`src/rtl/core/ffha_pkg.sv`:
```
`default_nettype none
package ffha_pkg;
  localparam int UNIT_W = 26;
  localparam int ADDR_W = 32;
  localparam logic CMD_ALLOC = 1'b0;
  localparam logic CMD_FREE = 1'b1;
  localparam logic [31:0] MAX_REQUEST = 32'hFFFF_FFC0;

  typedef enum logic [3:0] {
    OP_NONE,
    OP_LOAD,
    OP_SCAN,
    OP_HIT,
    OP_MARK,
    OP_APPEND,
    OP_SPLIT,
    OP_SHIFT_UP,
    OP_MERGE,
    OP_SHIFT_DN
  } op_t;

  typedef struct packed {
    op_t op;
  } cmd_t;

  typedef struct packed {
    logic scan_end;
    logic hit;
    logic hit_exact;
    logic full;
    logic append_ok;
    logic shift_done;
    logic is_free;
    logic zero_addr;
    logic oversize;
    logic prev_free;
    logic last_entry;
  } stat_t;
endpackage
`default_nettype wire

```
`src/rtl/core/first_fit_heap_allocator_unit.sv`:
```
// First-fit heap allocator. Requests arrive on s_axis (tdata = size or address,
// tuser = 0 allocate / 1 release); one result per request leaves on m_axis.
// One request at a time: it walks the segment table one entry per cycle, then
// shifts the tail of the table one entry per cycle for a split or a merge, and
// then presents the result; the next request is taken the cycle after the result
// transfer.
// Write heap_base only while idle.
`default_nettype none
module first_fit_heap_allocator_unit #(
  parameter int MAX_SEGMENTS = 64
) (
  input  wire logic        clk,
  input  wire logic        rst,
  input  wire logic        cfg_we,
  input  wire logic [31:0] cfg_wdata,
  input  wire logic        s_axis_tvalid,
  output logic             s_axis_tready,
  input  wire logic [31:0] s_axis_tdata,   // request_value
  input  wire logic        s_axis_tuser,   // command
  output logic             m_axis_tvalid,
  input  wire logic        m_axis_tready,
  output logic [31:0]      m_axis_tdata,   // result_address
  output logic             m_axis_tuser    // status_ok
);
  logic [31:0] heap_base;
  ffha_pkg::cmd_t cmd;
  ffha_pkg::stat_t stat;
  logic res_load, res_ok, res_use_addr;
  logic [31:0] dp_addr, res_addr;

  always_ff @(posedge clk) begin
    if (rst) heap_base <= '0;
    else if (cfg_we) heap_base <= cfg_wdata;
    if (res_load) res_addr <= dp_addr;
  end

  ffha_datapath #(.MAX_SEGMENTS(MAX_SEGMENTS)) u_dp (
    .clk, .rst, .heap_base, .cmd_in(s_axis_tuser), .value_in(s_axis_tdata),
    .cmd, .stat, .addr_out(dp_addr)
  );

  ffha_control u_ctl (
    .clk, .rst, .in_valid(s_axis_tvalid), .in_ready(s_axis_tready),
    .out_valid(m_axis_tvalid), .out_ready(m_axis_tready), .stat, .cmd,
    .res_load, .res_ok, .res_use_addr
  );

  assign m_axis_tdata = res_use_addr ? res_addr : 32'd0;
  assign m_axis_tuser = res_ok;
endmodule
`default_nettype wire

```
`src/rtl/core/ffha_datapath.sv`:
```
`default_nettype none
module ffha_datapath #(
  parameter int MAX_SEGMENTS = 64
) (
  input  wire logic              clk,
  input  wire logic              rst,
  input  wire logic [31:0]       heap_base,
  input  wire logic              cmd_in,
  input  wire logic [31:0]       value_in,
  input  wire ffha_pkg::cmd_t    cmd,
  output ffha_pkg::stat_t        stat,
  output logic [31:0]            addr_out
);
  localparam int IW = $clog2(MAX_SEGMENTS);
  localparam int CW = $clog2(MAX_SEGMENTS + 1);
  localparam int UW = ffha_pkg::UNIT_W;

  // each entry holds {in_use, units}
  logic [UW:0]   seg_mem [MAX_SEGMENTS];
  logic [UW:0]   rd_data;
  logic [IW-1:0] rd_addr;
  logic          wr_en;
  logic [IW-1:0] wr_addr;
  logic [UW:0]   wr_data;
  logic [CW-1:0] count;
  logic [CW-1:0] idx;
  logic [CW-1:0] j;
  logic [32:0]   addr;
  logic [UW-1:0] want;
  logic [UW-1:0] hit_units;
  logic [UW-1:0] prev_units;
  logic          free_cmd;
  logic [31:0]   target;
  logic          prev_used;
  logic [UW-1:0] cur_units;
  logic          cur_used;
  logic [33:0]   app_end;

  assign cur_units = rd_data[UW-1:0];
  assign cur_used = rd_data[UW];
  assign app_end = {1'b0, addr} + {2'b00, want, 6'd0};
  assign addr_out = addr[31:0];

  always_comb begin
    stat.scan_end = (idx >= count);
    stat.is_free = free_cmd;
    stat.zero_addr = (target == 32'd0);
    stat.oversize = (target > ffha_pkg::MAX_REQUEST);
    stat.full = (count >= CW'(MAX_SEGMENTS));
    stat.append_ok = (app_end < 34'h1_0000_0000);
    stat.prev_free = (idx != '0) && !prev_used;
    stat.last_entry = ((idx + CW'(1)) >= count);
    if (free_cmd) begin
      stat.hit = cur_used && (addr == {1'b0, target});
    end else begin
      stat.hit = !cur_used && (cur_units >= want);
    end
    stat.hit_exact = (cur_units == want);
    if (cmd.op == ffha_pkg::OP_SHIFT_DN) stat.shift_done = ((j + CW'(1)) >= count);
    else stat.shift_done = (j == (idx + CW'(2)));
  end

  always_comb begin
    unique case (cmd.op)
      ffha_pkg::OP_LOAD: rd_addr = '0;
      ffha_pkg::OP_SCAN, ffha_pkg::OP_MERGE: rd_addr = IW'(idx + CW'(1));
      ffha_pkg::OP_HIT: rd_addr = IW'(count - CW'(1));
      ffha_pkg::OP_SHIFT_UP: rd_addr = IW'(j - CW'(2));
      ffha_pkg::OP_SHIFT_DN: rd_addr = IW'(j + CW'(2));
      default: rd_addr = IW'(idx);
    endcase
  end

  always_comb begin
    wr_en = 1'b0;
    wr_addr = IW'(idx);
    wr_data = rd_data;
    unique case (cmd.op)
      ffha_pkg::OP_MARK: begin
        wr_en = 1'b1;
        wr_data = free_cmd ? {1'b0, hit_units} : {1'b1, want};
      end
      ffha_pkg::OP_APPEND: begin
        wr_en = 1'b1;
        wr_addr = IW'(count);
        wr_data = {1'b1, want};
      end
      ffha_pkg::OP_SPLIT: begin
        wr_en = 1'b1;
        wr_addr = IW'(idx + CW'(1));
        wr_data = {1'b0, hit_units - want};
      end
      ffha_pkg::OP_SHIFT_UP, ffha_pkg::OP_SHIFT_DN: begin
        wr_en = 1'b1;
        wr_addr = IW'(j);
      end
      ffha_pkg::OP_MERGE: begin
        wr_en = 1'b1;
        wr_addr = IW'(idx - CW'(1));
        wr_data = {1'b0, prev_units + hit_units};
      end
      default: begin
      end
    endcase
  end

  always_ff @(posedge clk) begin
    if (wr_en) seg_mem[wr_addr] <= wr_data;
    rd_data <= seg_mem[rd_addr];
  end

  always_ff @(posedge clk) begin
    if (rst) begin
      count <= '0;
    end else begin
      unique case (cmd.op)
        ffha_pkg::OP_LOAD: begin
          free_cmd <= cmd_in;
          target <= value_in;
          want <= (value_in[31:6] == '0) ? UW'(1)
                  : value_in[31:6] + UW'(value_in[5:0] != 6'd0);
          addr <= {1'b0, heap_base};
          idx <= '0;
          prev_used <= 1'b1;
        end
        ffha_pkg::OP_SCAN: begin
          addr <= addr + {1'b0, cur_units, 6'd0};
          prev_used <= cur_used;
          prev_units <= cur_units;
          idx <= idx + CW'(1);
        end
        ffha_pkg::OP_HIT: begin
          hit_units <= cur_units;
          j <= count;
        end
        ffha_pkg::OP_SHIFT_UP: j <= j - CW'(1);
        ffha_pkg::OP_SPLIT: count <= count + CW'(1);
        ffha_pkg::OP_APPEND: count <= count + CW'(1);
        ffha_pkg::OP_MERGE: begin
          j <= idx;
          count <= count - CW'(1);
        end
        ffha_pkg::OP_SHIFT_DN: j <= j + CW'(1);
        default: begin
        end
      endcase
    end
  end
endmodule
`default_nettype wire

```
`src/rtl/core/ffha_control.sv`:
```
`default_nettype none
module ffha_control (
  input  wire logic            clk,
  input  wire logic            rst,
  input  wire logic            in_valid,
  output logic                 in_ready,
  output logic                 out_valid,
  input  wire logic            out_ready,
  input  wire ffha_pkg::stat_t stat,
  output ffha_pkg::cmd_t       cmd,
  output logic                 res_load,
  output logic                 res_ok,
  output logic                 res_use_addr
);
  localparam logic [3:0] S_IDLE = 4'd0, S_CHECK = 4'd1, S_SCAN = 4'd2, S_SHUP = 4'd3,
                         S_SPLIT = 4'd4, S_MARK = 4'd5, S_SHDN = 4'd6, S_OUT = 4'd7,
                         S_MERGE = 4'd8;
  logic [3:0] state, state_next;
  logic ok_next, use_next;

  always_comb begin
    state_next = state;
    cmd.op = ffha_pkg::OP_NONE;
    res_load = 1'b0;
    ok_next = 1'b0;
    use_next = 1'b0;
    in_ready = (state == S_IDLE);
    out_valid = (state == S_OUT);
    unique case (state)
      S_IDLE: if (in_valid) begin
        cmd.op = ffha_pkg::OP_LOAD;
        state_next = S_CHECK;
      end
      S_CHECK: begin
        if (stat.is_free ? stat.zero_addr : stat.oversize) begin
          res_load = 1'b1; ok_next = stat.is_free; state_next = S_OUT;
        end else state_next = S_SCAN;
      end
      S_SCAN: begin
        if (stat.scan_end) begin
          res_load = 1'b1;
          if (!stat.is_free && !stat.full && stat.append_ok) begin
            cmd.op = ffha_pkg::OP_APPEND; ok_next = 1'b1; use_next = 1'b1;
          end
          state_next = S_OUT;
        end else if (stat.hit) begin
          cmd.op = ffha_pkg::OP_HIT;
          res_load = 1'b1;
          if (stat.is_free) begin
            ok_next = 1'b1;
            state_next = stat.prev_free ? S_MERGE : S_MARK;
          end else if (stat.hit_exact) begin
            ok_next = 1'b1; use_next = 1'b1; state_next = S_MARK;
          end else if (stat.full) begin
            state_next = S_OUT;
          end else begin
            ok_next = 1'b1; use_next = 1'b1;
            state_next = stat.last_entry ? S_SPLIT : S_SHUP;
          end
        end else cmd.op = ffha_pkg::OP_SCAN;
      end
      S_SHUP: begin
        cmd.op = ffha_pkg::OP_SHIFT_UP;
        if (stat.shift_done) state_next = S_SPLIT;
      end
      S_SPLIT: begin cmd.op = ffha_pkg::OP_SPLIT; state_next = S_MARK; end
      S_MARK: begin cmd.op = ffha_pkg::OP_MARK; state_next = S_OUT; end
      S_MERGE: begin
        cmd.op = ffha_pkg::OP_MERGE;
        state_next = stat.last_entry ? S_OUT : S_SHDN;
      end
      S_SHDN: begin
        cmd.op = ffha_pkg::OP_SHIFT_DN;
        if (stat.shift_done) state_next = S_OUT;
      end
      S_OUT: if (out_ready) state_next = S_IDLE;
      default: state_next = S_IDLE;
    endcase
  end

  always_ff @(posedge clk) begin
    if (rst) begin
      state <= S_IDLE;
      res_ok <= 1'b0;
      res_use_addr <= 1'b0;
    end else begin
      state <= state_next;
      if (res_load) begin
        res_ok <= ok_next;
        res_use_addr <= use_next;
      end
    end
  end
endmodule
`default_nettype wire

```
`config.mk`:
```
export PLATFORM = sky130hd
export DESIGN_NAME = first_fit_heap_allocator_unit
export DESIGN_NICKNAME = d
export VERILOG_FILES = /design/src/rtl/core/ffha_pkg.sv /design/src/rtl/core/first_fit_heap_allocator_unit.sv /design/src/rtl/core/ffha_datapath.sv /design/src/rtl/core/ffha_control.sv
export SDC_FILE = /design/constraint.sdc
export NUM_CORES = 2
export LEC_CHECK = 0
export BUFFER_PORTS_ARGS = -buffer_cell sky130_fd_sc_hd__buf_4
export CELL_PAD_IN_SITES_DETAIL_PLACEMENT = 1
export CELL_PAD_IN_SITES_GLOBAL_PLACEMENT = 2
export CORE_UTILIZATION = 40
export CTS_BUF_LIST = sky130_fd_sc_hd__clkbuf_4
export DETAILED_ROUTE_END_ITERATION = 16
export PLACE_DENSITY = 0.69
export SLEW_MARGIN = 20
export SYNTH_ARGS = -nofsm -noshare
export SYNTH_HDL_FRONTEND = slang
export SYNTH_SLANG_ARGS = --single-unit
```
`constraint.sdc`:
```
create_clock -name clk -period 15.2 [get_ports clk]
set_clock_uncertainty 0.05 [all_clocks]
set_input_delay 2.28 -clock clk [delete_from_list [all_inputs] [get_ports clk]]
set_output_delay 2.28 -clock clk [all_outputs]
set_load 0.01 [all_outputs]
```
# Word level (Yosys, flattened, before mapping)

Memory sizes are Yosys's and may differ from the RTL's. A register that Yosys moved wholly into a read port is not among the register bits.
Index checks and enable logic that the tools add are counted.

Bits in registers: 236
Bits in latches: 0
RAM bits: 1728
Memory bits (read-only): 0
Bits of input ports: 70
Output and inout bits: 35
Memories kept: 1

Memories:

| name         | words | width | read ports | clocked after memory_dff | wr ports | line                | RTL |
|---|---|---|---|---|---|---|---|
| u_dp.seg_mem | 64    | 27    | 1          | 1                        | 1        | ffha_datapath.sv:19 | `logic [UW:0] seg_mem [MAX_SEGMENTS];` |

Add/subtract/negate cells: 14
Multipliers: 0
Divide/modulo/power cells: 0
Magnitude comparators: 7
Equal/unequal tests: 25
Shift-type cells: 0
Muxes and demuxes: 51
Bitwise operators: 1
Reductions and logical operators: 27

Operator list:

| cell                                                         | number |
|---|---|
| case mux 27 bit (4 select lines)                             | 1 |
| case mux 33 bit (2 select lines)                             | 1 |
| two-way mux 4 bit                                            | 11 |
| case mux 4 bit (9 select lines)                              | 1 |
| adder 33 x 32 -> 34 bit                                      | 1 |
| less-than comparator 34 x 33 -> 1 bit, second input constant | 1 |
| adder 33 x 32 -> 33 bit                                      | 1 |
| equality test 33 x 32 -> 1 bit                               | 1 |
| equality test 4 x 3 -> 1 bit, second input constant          | 8 |
| greater-than comparator 32 bit, second input constant        | 1 |
| logical NOT 32 bit                                           | 1 |
| two-way mux 32 bit                                           | 1 |
| case mux 6 bit (5 select lines)                              | 1 |
| case mux 4 bit (7 select lines)                              | 1 |
| case mux 7 bit (2 select lines)                              | 2 |
| case mux 7 bit (4 select lines)                              | 1 |
| two-way mux 27 bit                                           | 1 |
| adder 26 x 1 -> 26 bit                                       | 1 |
| adder 26 bit                                                 | 1 |
| equality test 26 bit                                         | 1 |
| >= comparator 26 bit                                         | 1 |
| logical NOT 26 bit                                           | 1 |
| subtractor 26 bit                                            | 1 |
| case mux 6 bit (4 select lines)                              | 1 |
| other kinds (30)                                             | 83 |

# Logic depth before layout (Yosys ltp)

Depth in word-level cells: 12
Depth in mapped cells: 21
Depth with buffers taken out: 19

# Hierarchy

Synthesis repeated with hierarchy kept, for this count alone.

Cells, all modules: 6505
Area, all modules: 85401.9 µm²

Modules (own cells, without submodules):

| module                        | instances | cells each | area each (µm²) |
|---|---|---|---|
| ffha_datapath                 | 1         | 6242       | 82416.5 |
| first_fit_heap_allocator_unit | 1         | 170        | 2336.0 |
| ffha_control                  | 1         | 93         | 649.4 |

# Least setup slack after synthesis

No wires, ideal clock.

Path kind: register to register
Start: reg u_ctl.state[3]
End: mem u_dp.seg_mem[0][22] (netlist name) (data pin)
Setup time: 0.719 ns
Arrival time: 7.322 ns
Setup slack: 7.108 ns
Stages on the path, launching flop included: 19
Clock period less this slack: 8.092 ns
Path through: dfxtp_1 clkbuf_1 nor4b_1 clkbuf_1 clkbuf_1 o21ai_0 ha_1 fa_1 a21o_1 a21o_1 a21o_1 a21o_1 a21o_1 a21oi_1 o211ai_1 a31oi_1 a21bo_2 o21ai_0 o31ai_1

Word-level cells in the longest chain between the ends: 4
Elaborated cells on any way between the ends: 13
Those cells by class: eq/ne (10); mux (2); reduce/logical (1)

Ends and longest elaborated chain:

| item                                                                | line                | RTL |
|---|---|---|
| start, declared                                                     | ffha_control.sv:18  | `logic [3:0] state, state_next;` |
| start signal, assigned                                              | ffha_control.sv:87  | `state <= state_next;` |
| equality test 4 x 3 -> 1 bit, or another cell as far along          | ffha_control.sv:29  | `unique case (state)` |
| case mux 4 bit (7 select lines) *                                   | ffha_control.sv:29  |  |
| equality test 4 bit or equality test 4 x 3 -> 1 bit (tied branches) | ffha_datapath.sv:78 | `unique case (cmd.op)` |
| case mux 27 bit (4 select lines) *                                  | ffha_datapath.sv:78 |  |
| via u_dp.wr_data[22]                                                | ffha_datapath.sv:24 | `logic [UW:0] wr_data;` |
| end, declared                                                       | ffha_datapath.sv:19 |  |

The timed path passes the listed nets; every way through them passes the cells marked *.

# Worst setup path in the final report

Start: reg u_dp.rd_data[19], read port of u_dp.seg_mem
End: reg u_dp.rd_data[1], read port of u_dp.seg_mem

Word-level cells in the longest chain between the ends: 9
Elaborated cells on any way between the ends: 14
Those cells by class: order compare (1); eq/ne (6); mux (5); reduce/logical (2)

Ends and longest elaborated chain:

| item                                                                | line                | RTL |
|---|---|---|
| start, declared                                                     | ffha_datapath.sv:20 | `logic [UW:0] rd_data;` |
| >= comparator 26 bit *                                              | ffha_datapath.sv:56 | `stat.hit = !cur_used && (cur_units >= want);` |
| logical AND 1 bit *                                                 | ffha_datapath.sv:56 |  |
| two-way mux 1 bit *                                                 | ffha_datapath.sv:53 | `if (free_cmd) begin` |
| two-way mux 1 bit *                                                 | ffha_control.sv:46  | `end else if (stat.hit) begin` |
| two-way mux 4 bit *                                                 | ffha_control.sv:40  | `if (stat.scan_end) begin` |
| case mux 4 bit (7 select lines) *                                   | ffha_control.sv:29  |  |
| equality test 4 bit or equality test 4 x 2 -> 1 bit (tied branches) | ffha_datapath.sv:64 | `unique case (cmd.op)` |
| OR reduction 2 bit                                                  | ffha_datapath.sv:64 |  |
| case mux 6 bit (5 select lines) *                                   | ffha_datapath.sv:64 |  |

Every way passes the cells marked *; elsewhere a longest branch is shown, timed or not.
A chain may end at the register's enable or synchronous reset.

==> key figures <==
Pwr
  – Internal Power: 12.5 mW
  – Power Density: 232 nW/um2
  – Maximum vdd drop: just under 0.2 mV
  – Leak: roughly 34 nW
  – Switching pwr: a little under 10 mW
  – Flop pwr share: 36.4%
  – Clock share of power: between 20% and 30%
  – Comb pwr share: just over 40%
  – Switch share: 43.7%

Floorplan
  – DIE AREA: around 210,000 um2
  – Rows: between 150 and 200
  – Chip width: about 460 um
  – IO Count: ~110
  – Core area: 207,000 um2
  – Initial Utilization: just over 40%
  – Die height: 460 um

Synthesis
  – Primary FF master, synth: edfxtp_1
  – Largest area contributor in the netlist: edfxtp_1
  – Mapped cell area: roughly 84,000 um2
  – Synthesized flop and latch total: approximately 2,000
  – Yosys cell types: 80
  – Synth area leaders: edfxtp_1 (69%), nand2_1 (6.4%), mux2i_1 (2.7%), ha_1 (2.1%), nand3_1 (2.1%)
  – Post-synth top area share: ~69%
  – Mapped Avg Cell Area: between 10 and 15 um2
  – Share of async-settable or async-resettable flops after synthesis: 0%
  – Number of enable flip-flop cells after synthesis: 1,919
  – Post-Syn Nets: between 6,000 and 7,000
  – Syn Inst Count: roughly 6,400
  – Count leader, synth: edfxtp_1
  – Most frequent cells after synthesis: edfxtp_1 (1,919), nand2_1 (1,417), nand3_1 (354)
  – Yosys warnings: 0
  – Seq/Total Area, Yosys: slightly above 70%

Routing
  – DRC: 0
  – DRT iter0 DRCs: 5,078
  – Via Count: ~57,000
  – Antenna viol nets, final: 0
  – Wirelength per Cell: approximately 28 um
  – Total wire length: approximately 290 mm
  – Routed vias/inst: approximately 5.7
  – Initial DRT Pass Iterations: 7

STA
  – Highest clock rate: approximately 0.12 GHz
  – Final period util: approximately 55%
  – Final setup viols: 0
  – Slew headroom: 11.3%
  – Setup TNS: 0 ns
  – RSZ-0062 raised after global routing: false
  – Crit path time final: about 8.4 ns
  – Slew @ Worst Pin: between 1 and 1.5 ns
  – Final Hold Fails: 0
  – Final Max Slew Viols: 0

CTS
  – Quantity of gates resized following cts: 0
  – Postcts setup bufs: 0
  – H-tree depth: 6
  – Hold_buf cts: 0
  – Clock transition at path regs: ~0.07 ns
  – Num CTS Buffers: 567
  – CTS Sinks: around 2,000
  – Root Buffer: clkbuf_4
  – Clock Latency Late Sink: between 1 and 1.5 ns
  – Clock Tree Buf Depth: 4
  – CTS tree: built

Worst setup path
  – Crit path max-delay family: compound AO/OA/AOI/OAI gates
  – Worst-path maximum fanout: about 110
  – CP max stage delay: 1.07 ns
  – Cells along the critical path: ha_1 > a21oi_1 > o21ai_0 > a221o_1 > a211oi_2 > o211ai_2 > a221oi_1 > a211oi_4 > buf_12 > nand2b_4 > buf_4 > buf_4 > a21oi_1 > nor4_1 > o22ai_1 > or4_1
  – Worst Path Buf+Inv: 3
  – Slowest cell on crit path: nor4_1
  – Setup crit start kind: flop
  – CP Capture Type: flop
  – Worst path required time: roughly 16 ns
  – Worst EP arrival: between 9 and 10 ns
  – Critical path class: reg2reg

Placement
  – Global placer's final weighted congestion: roughly 0.85
  – Inst Count DP: 9,112
  – Final HPWL DP: around 160 mm
  – Port bufs: roughly 100
  – Post-DP Area: 88,600 um2

Cells and area
  – Area Overhead vs Synth: 14.3%
  – Share of post-route cells with drive strength above 1: a little under a fifth
  – Final Cell Area: 95,700 um2
  – Finished Layout Cells: roughly 10,000
  – Fin nets: 7,112

GRT
  – Vias in the first global route: around 59,000
  – Number of antenna violations at the first check in global routing: 18
  – GR Util All Layers: 26.9%
  – Largest net degree at the start of global routing: 144
  – Gr ovfl total: 0
  – First-pass GRT wire length: ~410 mm

Flow run
  – Total of max-cap violations: 0

Run status
  – Status: complete, no violations

Hold path
  – Min-delay worst type: reg2reg
[final cells by class]
| type | instances | area (um2) |
|---|---|---|
| repair buffers | 269 | 2210 |
| clock inverters | 116 | 597 |
| clock buffers | 849 | 6370 |
| multi-input cells | 3995 | 23700 |
| diodes | 17 | 42.5 |
| fillers | 21500 | 112000 |
| well taps | 2788 | 3490 |
| inverters | 72 | 270 |
| flip-flops and latches | 1991 | 59100 |
[layer usage]
| metal | vias up | global-route usage (%) | routed length [um] |
|---|---|---|---|
| li1 | 25200 | - | - |
| met1 | 29500 | 36.8 | 124000 |
| met2 | 2107 | 42.9 | 134000 |
| met3 | 447 | 4.55 | 18400 |
| met4 | 2 | 9.79 | 9100 |
| met5 | - | 0 | 13 |
[registers in the layout (all words and copies together) (netlist names), 4 cells and up]
| register | cells |
|---|---|
| u_dp.seg_mem | 1728 |
| u_dp.addr | 33 |
| u_dp.want | 26 |
| res_addr | 32 |
| u_dp.target | 32 |
| u_dp.rd_data | 27 |
| u_dp.hit_units | 26 |
| u_dp.j | 7 |
| heap_base | 32 |
| u_dp.count | 7 |
| u_ctl.state | 4 |
| u_dp.idx | 7 |
| u_dp.prev_units | 26 |
[power groups by stage]
stage | clock network (mW) | registers, mW | logic, mW
floorplan | 0 | 8.13 | 4.91
global placement | 0 | 8.19 | 9.04
detailed placement | 0 | 8.21 | 9.18
CTS | 5.05 | 8.09 | 9.21
global route | 5.30 | 8.12 | 9.75
finish | 4.92 | 8.09 | 9.22
[layout by cell type (no fill, tap or decap), drive strengths merged, types with 72 or more instances in the layout]
cell type / Yosys / routed
o22ai: 90 / 90
a32oi: 81 / 81
nand3: 354 / 354
clkinv: 1 / 94
nand2: 1417 / 1417
inv: 71 / 85
nor2: 345 / 345
nand4: 152 / 152
a21oi: 327 / 327
ha: 143 / 143
nor4: 81 / 81
buf: 132 / 268
clkbuf: 228 / 850
mux2i: 227 / 227
edfxtp: 1919 / 1919
dfxtp: 72 / 72
o21ai: 101 / 101
xnor2: 114 / 114
[worst reg2reg max path: stages (launching register included)]
cell and delay (ns):
dfxtp_1 0.60, ha_1 0.34, a21oi_1 0.16, o21ai_0 0.11, a221o_1 0.46, a211oi_2 0.63, o211ai_2 0.35, a221oi_1 0.65
a211oi_4 0.15, buf_12 0.26, nand2b_4 0.82, buf_4 0.55, buf_4 0.61, a21oi_1 0.10, nor4_1 1.07, o22ai_1 0.46
or4_1 0.77
[path summary, 6_finish.rpt]
| path | end | cells after the start | slack (ns) | startpoint |
|---|---|---|---|---|
| min reg2reg | res_addr[5]$_DFFE_PP_ | 0 | 0.42 | u_dp.addr[5]$_DFFE_PP_ |
| max | u_dp.rd_data[1]$_DFF_P_ | 16 | 6.82 | u_dp.rd_data[19]$_DFF_P_ |
| max reg2reg | u_dp.rd_data[1]$_DFF_P_ | 16 | 6.82 | u_dp.rd_data[19]$_DFF_P_ |
| min | res_addr[5]$_DFFE_PP_ | 0 | 0.42 | u_dp.addr[5]$_DFFE_PP_ |
[stage by stage]
step / setup WS, ns / total power, mW / hold slack [ns] / util, %
after floorplan: 7.11 / 13.0 / 0.399 / -
after global placement: 6.78 / 17.2 / 0.428 / 42.6
after detailed placement: 6.84 / 17.4 / 0.427 / 42.7
after CTS: 7.23 / 22.3 / 0.421 / 46.1
after global routing: 6.81 / 23.2 / 0.422 / 46.1
final: 6.82 / 22.2 / 0.422 / 46.1
[logic make-up after synthesis]
kind of cell	synth area share, %
simple gates	13.4
flops	70.5
compound gates	6.90
buf+inv	2.24
mux	3.12
xor+xnor	1.63
fa+ha+maj	2.21
Note: power is estimated with default switching activity, not from simulation.
